### config.mk
export PLATFORM = sky130hd
export DESIGN_NAME = kti_front
export DESIGN_NICKNAME = d
export VERILOG_FILES = /design/src/rtl/core/keyframe_table_linear_interpolator_core_assert.svh /design/src/rtl/core/kti_pkg.sv /design/src/rtl/core/kti_front.sv
export SDC_FILE = /design/constraint.sdc
export NUM_CORES = 1
export LEC_CHECK = 0
export BUFFER_PORTS_ARGS = -buffer_cell sky130_fd_sc_hd__buf_2
export CAP_MARGIN = 15
export CELL_PAD_IN_SITES_DETAIL_PLACEMENT = 1
export CELL_PAD_IN_SITES_GLOBAL_PLACEMENT = 1
export CORE_ASPECT_RATIO = 0.5
export CORE_UTILIZATION = 51
export CTS_CLUSTER_DIAMETER = 50
export DETAILED_ROUTE_END_ITERATION = 6
export PLACE_DENSITY_LB_ADDON = 0.1
export SETUP_SLACK_MARGIN = 0.3
export SLEW_MARGIN = 20
export SYNTH_ARGS = -nofsm -noshare
export SYNTH_HDL_FRONTEND = slang
export SYNTH_SLANG_ARGS = --single-unit
### constraint.sdc
create_clock -name i_clk -period 4.42 [get_ports i_clk]
set_input_delay 0.221 -clock i_clk [delete_from_list [all_inputs] [get_ports i_clk]]
set_output_delay 0.221 -clock i_clk [all_outputs]
set_load 0.01 [all_outputs]
### src/rtl/core/keyframe_table_linear_interpolator_core_assert.svh
// assertion macros for the keyframe interpolator rtl
// expects i_clk and i_rst_n in the scope of each use
`ifndef KEYFRAME_TABLE_LINEAR_INTERPOLATOR_CORE_ASSERT_SVH
`define KEYFRAME_TABLE_LINEAR_INTERPOLATOR_CORE_ASSERT_SVH

// same-cycle implication, checked outside reset
`define KTI_ASSERT_NOW(lbl, ante, cons, msg) \
    lbl: assert property (@(posedge i_clk) disable iff (!i_rst_n) (ante) |-> (cons)) \
        else $error(msg);

// next-cycle implication, checked outside reset
`define KTI_ASSERT_NEXT(lbl, ante, cons, msg) \
    lbl: assert property (@(posedge i_clk) disable iff (!i_rst_n) (ante) |=> (cons)) \
        else $error(msg);

`endif

### src/rtl/core/kti_pkg.sv
// types, constants and codes of the keyframe table interpolator
// no dependencies
package kti_pkg;

    localparam int STORE_WORDS = 4096;
    localparam int ENTRY_WORDS = 18;
    localparam int MAT_ELEMS   = 16;
    localparam int W_BITS      = 16;
    localparam int ADDR_W      = $clog2(STORE_WORDS);
    localparam int CNT_W       = $clog2(STORE_WORDS + 1);
    localparam int ENTRY_MAX   = STORE_WORDS / ENTRY_WORDS;
    localparam int ENT_W       = $clog2(ENTRY_MAX + 1);
    localparam int WIE_W       = $clog2(ENTRY_WORDS);

    localparam logic [1:0] KIND_CLEAR = 2'd0;
    localparam logic [1:0] KIND_LOAD  = 2'd1;
    localparam logic [1:0] KIND_QUERY = 2'd2;

    typedef struct packed {
        logic [1:0]         kind;
        logic signed [31:0] load_word;
        logic signed [31:0] query_time;
    } t_in_item;

    typedef struct packed {
        logic               ok;
        logic [4:0]         element_index;
        logic signed [31:0] value;
        logic               last;
    } t_out_item;

    // classified command passed from front to back
    typedef struct packed {
        logic [1:0]         kind;
        logic signed [31:0] data;
    } t_cmd;

endpackage

### src/rtl/core/kti_front.sv
// front end: accepts input words, drops unused kinds, queues commands
// depends on kti_pkg
module kti_front (
    input  logic             i_clk,
    input  logic             i_rst_n,
    input  logic             i_in_valid,
    output logic             o_in_stall,
    input  kti_pkg::t_in_item i_in,
    output logic             o_q_valid,
    output kti_pkg::t_cmd    o_q_cmd,
    input  logic             i_q_pop
);
    import kti_pkg::*;

    localparam int QD = 4;

    t_cmd       r_q [QD];
    logic [1:0] r_wp, r_rp;
    logic [2:0] r_cnt;
    logic       acc, keep, push;
    t_cmd       cmd;

    // classify the incoming word
    assign acc  = i_in_valid && !o_in_stall;
    assign keep = (i_in.kind == KIND_CLEAR) || (i_in.kind == KIND_LOAD)
                  || (i_in.kind == KIND_QUERY);
    assign push = acc && keep;
    always_comb begin
        cmd.kind = i_in.kind;
        cmd.data = (i_in.kind == KIND_LOAD) ? i_in.load_word : i_in.query_time;
    end

    assign o_in_stall = (r_cnt == 3'(QD));
    assign o_q_valid  = (r_cnt != 3'd0);
    assign o_q_cmd    = r_q[r_rp];

    // queue pointers
    always_ff @(posedge i_clk) begin
        if (!i_rst_n) begin
            r_wp  <= '0;
            r_rp  <= '0;
            r_cnt <= '0;
        end else begin
            if (push) r_wp <= r_wp + 2'd1;
            if (i_q_pop) r_rp <= r_rp + 2'd1;
            r_cnt <= r_cnt + 3'(push) - 3'(i_q_pop);
        end
    end

    // queue storage
    always_ff @(posedge i_clk) begin
        if (push) r_q[r_wp] <= cmd;
    end

endmodule

-- Word level (Yosys, flattened, before mapping)
Memories as Yosys holds them, arrays and structs flattened. A register that Yosys moved wholly into a read port is not among the register bits.
Index checks and enable logic that the tools add are counted.
- bits in registers: 7
- bits in writable memories: 136
- input port bits: 70
- memories kept: 1
- eq/ne operators: 3
- mux-type cells: 5
- $add $sub $neg: 4
- reduce and logical (&&, ||, !) cells: 7
- memory list (memory ; words ; bits a word ; rd ports ; clocked after Yosys merged registers in ; write ports ; RTL line ; text):
    r_q ; 4 ; 34 ; 1 ; 1 ; 1 ; kti_front.sv:17 ; t_cmd r_q [QD];
- operator list (operator ; number):
    32-bit 2-to-1 mux ; 1
    2-bit by 1-bit adder with 2-bit output, second input constant ; 2
    2-bit 2-to-1 mux ; 2
    3-bit by 1-bit adder with 3-bit output ; 1
    3-bit equality test, second input constant ; 1
    3-bit nonzero test ; 1
    3-bit by 1-bit subtractor with 3-bit output ; 1
    2-bit by 1-bit equality test with 1-bit output, second input constant ; 1
    2-bit equality test, second input constant ; 1
    1-bit logical AND ; 2
    2-bit zero test ; 1
    1-bit logical OR ; 2
    1-bit 2-to-1 mux ; 2
    1-bit zero test ; 1

-- Longest topological paths before layout
Gate-level depths: netlist of the first run.
- word-level depth: 6
- gate-level depth with buffers: 11
- mapped depth without buffers: 11

-- Worst setup path before layout of the first run
OpenSTA, ideal clock, no wires.
- kind: reg2reg
- start point: register r_cnt[1]
- end point: register r_cnt[2]
- data arrival time: 2.064 ns
- cell stages (with the launch flop): 12
- library setup time: 0.115 ns
- slack: 2.241 ns
- data required time: 4.305 ns
- path through: dfxtp_1 > nor3b_2 > a211oi_4 > inv_1 > ha_1 > inv_1 > ha_1 > inv_1 > fa_1 > xnor2_1 > xnor2_1 > and2_1
- cells in the longest elaborated chain, start to end: 6
- ends and longest elaborated chain (element ; RTL line ; text):
    start: declaration ; kti_front.sv:19 ; logic [2:0] r_cnt;
    start signal: assignment ; kti_front.sv:46 ; r_cnt <= r_cnt + 3'(push) - 3'(i_q_pop);
    3-bit equality test ; kti_front.sv:33 ; assign o_in_stall = (r_cnt == 3'(QD));
    via o_in_stall ; kti_front.sv:7 ; output logic o_in_stall,
    1-bit zero test ; kti_front.sv:24 ; assign acc = i_in_valid && !o_in_stall;
    1-bit logical AND ; kti_front.sv:24 ;
    1-bit logical AND ; kti_front.sv:27 ; assign push = acc && keep;
    3-bit by 1-bit adder with 3-bit output ; kti_front.sv:46 ;
    3-bit by 1-bit subtractor with 3-bit output ; kti_front.sv:46 ;
The timed path passes the listed nets, and every way through them passes these cells.
A chain may end at the register's enable or synchronous reset.

==> reports/metrics.yaml, run 1 <==
status: "finished clean"
yosysWarningCount: 0
ys_ff_latch: 145
ioPinCount: 106
avgSynthCellArea_um2: 22.3
yosys.area.top_type_share: 0.698
startpoint_type: "flop"
seqCellArea_um2: 4270
synth_cells: 262
hold_buffers: 0
cp_max_fo: 20
r2r_start: "r_cnt[1]$_SDFF_PN0_"
crit_type: "flop to output port"
antenna_found_initial: 0
routed_wl_um: 10800
wl_per_cell_um: 20.5
reg2reg_depth: 11
slew_violations: 0
setup-tns-final_ps: 0
cts-root-buf: "clkbuf_16"
grt_max_degree: 35
hold_viol: 0
overflow: 0
core_um2: 11100
maxCapViolations: 0
worst_pin_slew_ps: 1060
worstSetupEndpointType: "output port"
yosysMostFrequentCell: "edfxtp_1"
reg2reg_to: "r_cnt[2]$_SDFF_PN0_"
num_rows: 27
reg2reg_slack_ps: 2010
drive_gt1_frac: 0.530
final_core_util: 0.633
cts_buffer_depth: 2
vias_per_cell: 5.36
clk_pin_slew_ps: 60
grt_pass1_vias: 3125
peakVddDrop_v: 0.000310
gp_congestion: 0.641
arrival_ps: 2400
min_path_type: "primary input to flop"
die_area_um2: 11900
remaining_drc_errors: 0
power_density_nw_per_um2: 499
rsz0062_at_grt: "false"
setup_violations: 0
first_pass_iters: 4
synthArstFlopShare: 0
die_h_um: 77.7
multi_input_area_um2: 1440
synth_commonest_cells: "136 x edfxtp_1, 30 x mux2_2, 30 x mux4_2, 9 x and2_1, 9 x dfxtp_1"
tritoncts: "yes"
leakagePower_nw: 2.49
ys.flop_type: "edfxtp_1"
dp_hpwl_um: 6760
required_ps: 4200
netlist-cell-type-count: 22
slew-limit-headroom: 0.290
cts_buffers: 17
seq_area_frac_synth: 0.729
post_cts_resized: 0
post_cts_buffers: 0
dieWidth_um: 153
htreeDepth: 4
first_iter_violations: 112
ant_nets: 0
num_antenna_cells: 0
cts.sinks: 145
post-route-period-util: 0.594
min_period_ps: 2630
synth_top_cell_by_area: "edfxtp_1"
grt_pass1_wl_um: 16600
synth_edf_count: 136
num-fill-cells: 980
start_util: 0.528
nets: 451
cp-endpoint: "o_q_cmd[13]"
syn-cell-area_um2: 5850
syn_nets: 339
grt.total_usage: 0.197
num_vias: 2840
io_buffers: 105
finClkSkew_ps: 9.40
clock_latency_ps: 400
area_growth_syn_to_layout_pct: 19.9
yosys-top-cells-area: "edfxtp_1 70%, mux4_2 12%, mux2_2 5.8%"
maxClockFrequency_mhz: 381
==> how the worst min path moves through the flow <==
stage | start | end | slack (ps) | depth (start not counted)
floorplan | i_in[64] | r_q[0][32]$_DFFE_PP_ | 320 | 0
global placement | r_wp[1]$_SDFFE_PN0P_ | r_wp[1]$_SDFFE_PN0P_ | 480 | 2
detailed placement | i_in[64] | r_q[2][32]$_DFFE_PP_ | 530 | 1
CTS | i_in[64] | r_q[0][32]$_DFFE_PP_ | 100 | 1
global route | i_in[64] | r_q[0][32]$_DFFE_PP_ | 120 | 1
finish | i_in[64] | r_q[0][32]$_DFFE_PP_ | 120 | 1
==> power by group <==
part	internal [mW]	total [mW]	switching, mW	leakage, nW
sequential	1.63	1.68	0.0554	1.31
combinational	0.213	0.430	0.217	0.895
clock	0.872	1.39	0.515	0.281
==> sequential cells by signal (all words and copies together) (netlist names), named ones only <==
register	flops
r_rp	2
r_cnt	3
r_q	136
r_wp	2
==> metal layers <==
| metal | track usage | up-vias | wire (µm) |
|---|---|---|---|
| met3 | 0.0503 | 9 | 450 |
| met1 | 0.242 | 1454 | 4790 |
| li1 | - | 1295 | - |
| met5 | 0 | - | 0 |
| met4 | 0.0690 | 0 | 61 |
| met2 | 0.343 | 82 | 5540 |
==> per-stage QoR <==
| stage | std cells | hold WS [ps] | power [mW] | worst slack (ps) | cell area [µm²] |
|---|---|---|---|---|---|
| 2_1_floorplan | 262 | 320 | 1.98 | 2240 | 5850 |
| 3_3_place_gp | 500 | 478 | 2.12 | 2180 | 6440 |
| 3_5_place_dp | 500 | 527 | 2.15 | 2030 | 6440 |
| 4_1_cts | 530 | 101 | 3.53 | 1680 | 7010 |
| 5_1_grt | 530 | 118 | 3.61 | 1600 | 7010 |
| 6_report | 530 | 118 | 3.50 | 1790 | 7010 |
==> kinds of logic after synthesis <==
kind of cell	count (synthesis)	synth area share
buffers and inverters	19	0.0276
adders and majority gates	7	0.0163
and+or+nand+nor	18	0.0182
xor gates and xnor gates	4	0.00599
muxes	68	0.200
AOI/OAI and AO/OA	1	0.00342
DFF	145	0.729
==> worst max-delay path, stage by stage (launching register included) <==
cell	delay, ps
dfxtp_2	810
buf_4	440
mux4_2	580
buf_2	160
==> cell type report <==
type | count | share of cell area
Multi-Input combinational cell | 98 | 0.205
Sequential cell | 145 | 0.608
Tap cell | 145 | 0.0259
Clock buffer | 17 | 0.0607
Timing Repair Buffer | 106 | 0.0760
Clock inverter | 13 | 0.0209
Inverter | 6 | 0.00321
==> cell usage in the layout, fill, tap and decap left out, types with 3 or more instances in the layout <==
cell and n:
clkinv_2 4, clkbuf_16 17, dfxtp_1 7, mux4_2 30
clkinv_1 3, mux2_2 30, nand2_1 5, buf_2 105
and2_2 4, edfxtp_1 136, mux4_1 4, inv_1 6
xnor2_1 3, bufinv_16 3, ha_1 6, and2_1 5
(Power assumes the default switching activity.)
==> run 2, diff against run 1 <==
Settings changed: CORE_UTILIZATION 51 to 48.
Clock period 4.42 ns to 2.5 ns, I/O delays scaled along.
==> reports/metrics.yaml, run 2 (synthesis results as in run 1) <==
status: "finished clean"
fin_ws_ps: 390  # -1400 ps
grt_max_degree: 35  # unchanged
num_vias: 2942  # +3.6%
cts_buffer_depth: 2  # unchanged
core_um2: 11800  # +6.9%
die_h_um: 80.1  # +3.0%
grt_pass1_vias: 3223  # +3.1%
reg_top3: "r_q (136), r_cnt (3)"
hold_ws_ps: 48.7  # -69.2 ps
slowest_stage: "fa_2"
min_path_type: "primary input to flop"
wl_per_cell_um: 21.1  # +3.3%
power_density_nw_per_um2: 890  # +78%
final_area_um2: 7280  # +3.8%
largest_register: "r_q"
num-fill-cells: 1040  # +6.1%
io_buffers: 105  # unchanged
cpMostUsedCell: "inv_2"
dp_hpwl_um: 7170  # +6.1%
grt.total_usage: 0.205  # +0.00853
first_pass_iters: 4  # unchanged
routed_wl_um: 11900  # +9.8%
cts_buffers: 17  # unchanged
slew-limit-headroom: 0.599  # +0.309
ant_nets: 0  # unchanged
setup-tns-final_ps: 0  # unchanged
maxClockFrequency_mhz: 474
power_mw: 6.48  # +85%
cts.sinks: 145  # unchanged
slew_violations: 0  # unchanged
cpPeakStageDelay_ps: 360  # -450 ps
leakagePower_nw: 2.58  # +3.6%
die_area_um2: 12700  # +6.1%
rsz0062_at_grt: "false"
post-route-period-util: 0.844
finClkSkew_ps: 4.97  # -4.43 ps
htreeDepth: 4  # unchanged
start_util: 0.494  # -0.0339
peakVddDrop_v: 0.000577  # +86%
final_core_util: 0.615  # -0.0180
first_iter_violations: 115  # +2.7%
vias_per_cell: 5.23  # -2.5%
path_cells: "nor3b_4, a211oi_4, inv_2, ha_4, inv_2, ha_2, inv_1, fa_2, xnor2_2, xnor2_1, and2_1"
dpl-instance-area_um2: 6590  # +2.4%
antenna_found_initial: 0  # unchanged
hold_viol: 0  # unchanged
arrival_ps: 2410  # about the same
maxCapViolations: 0  # unchanged
setup_violations: 0  # unchanged
reg2reg_slack_ps: 390  # -1620 ps
worstSetupEndpointType: "flop"
dieWidth_um: 158  # +3.0%
area_growth_syn_to_layout_pct: 24.4
cts-root-buf: "clkbuf_16"
stdcell_count: 563  # +6.2%
clock_latency_ps: 410  # about the same
clk_pin_slew_ps: 60  # about the same
final_cell_mix: "136 x edfxtp_1, 105 x buf_2, 30 x mux4_2, 30 x mux2_2, 17 x clkbuf_16"
grt_pass1_wl_um: 17800  # +7.2%
num_antenna_cells: 0  # unchanged
nets: 462  # +2.4%
startpoint_type: "flop"
tritoncts: "yes"
drive_gt1_frac: 0.570  # +0.0405
ioPinCount: 106  # unchanged
worst_pin_slew_ps: 600  # -462 ps
cp_max_fo: 2  # -90%
place_ws_ps: 197  # -1840 ps
crit_type: "flop to flop"
required_ps: 2800  # -1400 ps
min_period_ps: 2110
gp_congestion: 0.702  # +9.5%
final_common_cell: "edfxtp_1"
overflow: 0  # unchanged
remaining_drc_errors: 0  # unchanged
dpl.cell_count: 527  # +5.4%
largest_reg_flops: 136  # unchanged
num_rows: 28  # +3.7%
==> run 2: changes by cell type in the layout (fill, tap and decap cells not counted), moves of 3 or more <==
cell	before	now
dfxtp_1	7	4
clkinvlp_4	1	4
buf_12	0	6
buf_4	1	5
==> run 2: worst paths after layout <==
path	from	to	cells past startpoint
setup / recovery	r_cnt[2]$_SDFF_PN0_	r_cnt[2]$_SDFF_PN0_	11
hold / removal	i_in[37]	r_q[0][5]$_DFFE_PP_	2
setup reg to reg	r_cnt[2]$_SDFF_PN0_	r_cnt[2]$_SDFF_PN0_	11
hold reg to reg	r_wp[0]$_SDFFE_PN0P_	r_wp[0]$_SDFFE_PN0P_	2
==> run 2: power breakdown <==
group | switching, mW | internal (mW)
clock network | 0.972 | 1.66
registers | 0.0689 | 2.88
logic | 0.453 | 0.448
==> run 2: metal layers <==
| layer | wire length [µm] | part of all wire | global-route usage |
|---|---|---|---|
| met5 | 0 | 0 | 0 |
| met4 | 123 | 0.010 | 0.0779 |
| met3 | 466 | 0.039 | 0.0523 |
| met2 | 6330 | 0.53 | 0.364 |
| met1 | 4980 | 0.42 | 0.244 |
==> run 2: repair_timing <==
action	CTS	global route
buffers inserted	2	1
hold buffers	1	0
resized for setup	6	5
endpoints found under the setup margin	1	1
hold endpoints to repair	4	0
pin swaps	2	4
==> run 2: final cells by class <==
class,count,area [µm²],area share
tap,165,206,0.0284
inverter,6,22.5,0.00309
sequential,145,4270,0.587
timing repair buffer,117,693,0.0952
clock inverter,15,191,0.0263
multi-input combinational,98,1470,0.202
clock buffer,17,425,0.0584
==> run 2: critical path: cells and delay by family, from the launching register on <==
family	cells	cell delay, ps
buffers and inverters	3	160
flip-flops	1	330
adder cells (fa/ha/maj)	3	720
AND/OR/NAND/NOR	2	310
AO/OA/AOI/OAI	1	180
XOR/XNOR	2	280
==> run 3, diff against run 2 <==
Clock period 2.5 ns to 2.1 ns, I/O delays scaled along.
==> reports/metrics.yaml, run 3 (synthesis results as in run 1) <==
rsz0062_at_grt: "true"
cts.sinks: 145  # unchanged
path_cells: "nor3b_4, a211oi_4, inv_1, ha_1, inv_1, ha_1, inv_1, fa_2, xnor2_2, xnor2_1, and2_1"
largest_reg_flops: 136  # unchanged
die_area_um2: 12700  # unchanged
crit_start: "r_cnt[2]$_SDFF_PN0_"
final_core_util: 0.651  # +0.0362
hold_ws_ps: 26.7  # -22.0 ps
arrival_ps: 2470  # +60 ps
routed_wl_um: 12100  # +1.8%
violations: "setup timing"
grt_pass1_vias: 3251  # +0.87%
crit_type: "flop to flop"
tritoncts: "yes"
clk_pin_slew_ps: 60  # about the same
dpl.cell_count: 534  # +1.3%
hold_viol: 0  # unchanged
io_buffers: 105  # unchanged
cpMostUsedCell: "inv_1"
min_period_ps: 2170  # +56.4 ps
grt_pass1_wl_um: 18000  # +0.85%
dp_hpwl_um: 7190  # +0.35%
maxClockFrequency_mhz: 462  # -2.6%
dieWidth_um: 158  # unchanged
leakagePower_nw: 2.76  # +6.8%
clock_latency_ps: 410  # about the same
dpl-instance-area_um2: 6660  # +0.97%
fin_ws_ps: -66.0  # -456 ps
status: "finished, violations left"
cts_buffer_depth: 2  # unchanged
cts_buffers: 17  # unchanged
final_area_um2: 7710  # +5.9%
peakVddDrop_v: 0.000633  # +9.7%
reg2reg_depth: 11  # unchanged
power_mw: 8.10  # +25%
required_ps: 2400  # -400 ps
vias_per_cell: 5.16  # -1.2%
maxCapViolations: 0  # unchanged
min_path_type: "primary input to flop"
whs_path_depth: 2  # unchanged
setup_violations: 1  # +1
first_pass_iters: 4  # unchanged
gp_congestion: 0.689  # -1.9%
cpPeakStageDelay_ps: 350  # about the same
core_um2: 11800  # unchanged
worstSetupEndpointType: "flop"
finClkSkew_ps: 10.6  # +5.62 ps
num_antenna_cells: 0  # unchanged
stdcell_count: 576  # +2.3%
ioPinCount: 106  # unchanged
r2r_start: "r_cnt[2]$_SDFF_PN0_"
num_rows: 28  # unchanged
power_density_nw_per_um2: 1050  # +18%
worst_pin_slew_ps: 250  # -350 ps
startpoint_type: "flop"
num_vias: 2975  # +1.1%
area_growth_syn_to_layout_pct: 31.8
drive_gt1_frac: 0.582  # +0.0112
post-route-period-util: 1.03  # +0.188
min-delay-start: "i_rst_n"
grt_max_degree: 29  # -17%
start_util: 0.494  # unchanged
slew_violations: 0  # unchanged
htreeDepth: 4  # unchanged
final_cell_mix: "136 x edfxtp_1, 71 x buf_2, 36 x buf_6, 34 x mux4_2, 30 x mux2_2"
antenna_found_initial: 0  # unchanged
num-fill-cells: 1010  # -2.9%
remaining_drc_errors: 0  # unchanged
slew-limit-headroom: 0.833  # +0.234
nets: 475  # +2.8%
ant_nets: 0  # unchanged
wl_per_cell_um: 21.0  # -0.49%
largest_register: "r_q"
reg_top3: "r_q (136), r_cnt (3)"
grt.total_usage: 0.208  # +0.00221
overflow: 0  # unchanged
first_iter_violations: 92  # -20%
cp_max_fo: 3  # +1
die_h_um: 80.1  # unchanged
cts-root-buf: "clkbuf_16"
slowest_stage: "fa_2"
final_common_cell: "edfxtp_1"
[run 3: per-layer routing]
metal	vias up	wire length (µm)	GRT usage
li1	1338	-	-
met1	1550	5210	0.256
met2	78	6340	0.356
met3	9	471	0.0518
met4	0	96	0.0808
met5	-	0	0
[run 3: final cells by class]
cell class                 count  area (µm²)  share of cell area
sequential                   145        4270               0.554
tap                          165         206              0.0268
timing repair buffer         130        1130               0.146
inverter                       6        22.5             0.00292
clock inverter                15         215              0.0279
multi-input combinational     98        1440               0.187
clock buffer                  17         425              0.0552
[run 3: timing repair]
item                                    in CTS  in global routing
endpoints found under the hold margin        4                  0
endpoints found under the setup margin      36                 36
hold buffers                                 1                  0
cloned                                       4                  0
gates resized for setup                     48                  2
pin swaps                                    1                  0
buffers inserted                             2                  3
[run 3: where the power goes]
part / internal, mW / total (mW) / switching (mW)
registers: 3.42 / 3.50 / 0.0789
clock network: 2.10 / 3.26 / 1.16
logic: 0.756 / 1.34 / 0.588
total: 6.28 / 8.10 / 1.82
[run 3: final timing paths]
kind	to	slack (ps)
worst min register to register	r_wp[0]$_SDFFE_PN0P_	540
worst min-delay path	r_cnt[1]$_SDFF_PN0_	30
worst max register to register	r_cnt[2]$_SDFF_PN0_	-70
worst max-delay path	r_cnt[2]$_SDFF_PN0_	-70
[run 3: stage by stage]
| step | TNS, ps | worst slack, ps |
|---|---|---|
| after global routing | -151 | -151 |
| after floorplan | -54.9 | -54.9 |
| final | -66.0 | -66.0 |
| after global placement | 0 | 17.0 |
| after detailed placement | -145 | -145 |
| after CTS | -123 | -123 |
[run 3: critical path: cells and delay by family, from the launching register on]
| kind | cells | cell delay, ps |
|---|---|---|
| buf+inv | 3 | 200 |
| flops | 1 | 330 |
| fa+ha+maj | 3 | 760 |
| compound gates | 1 | 180 |
| simple gates | 2 | 320 |
| xor+xnor | 2 | 270 |
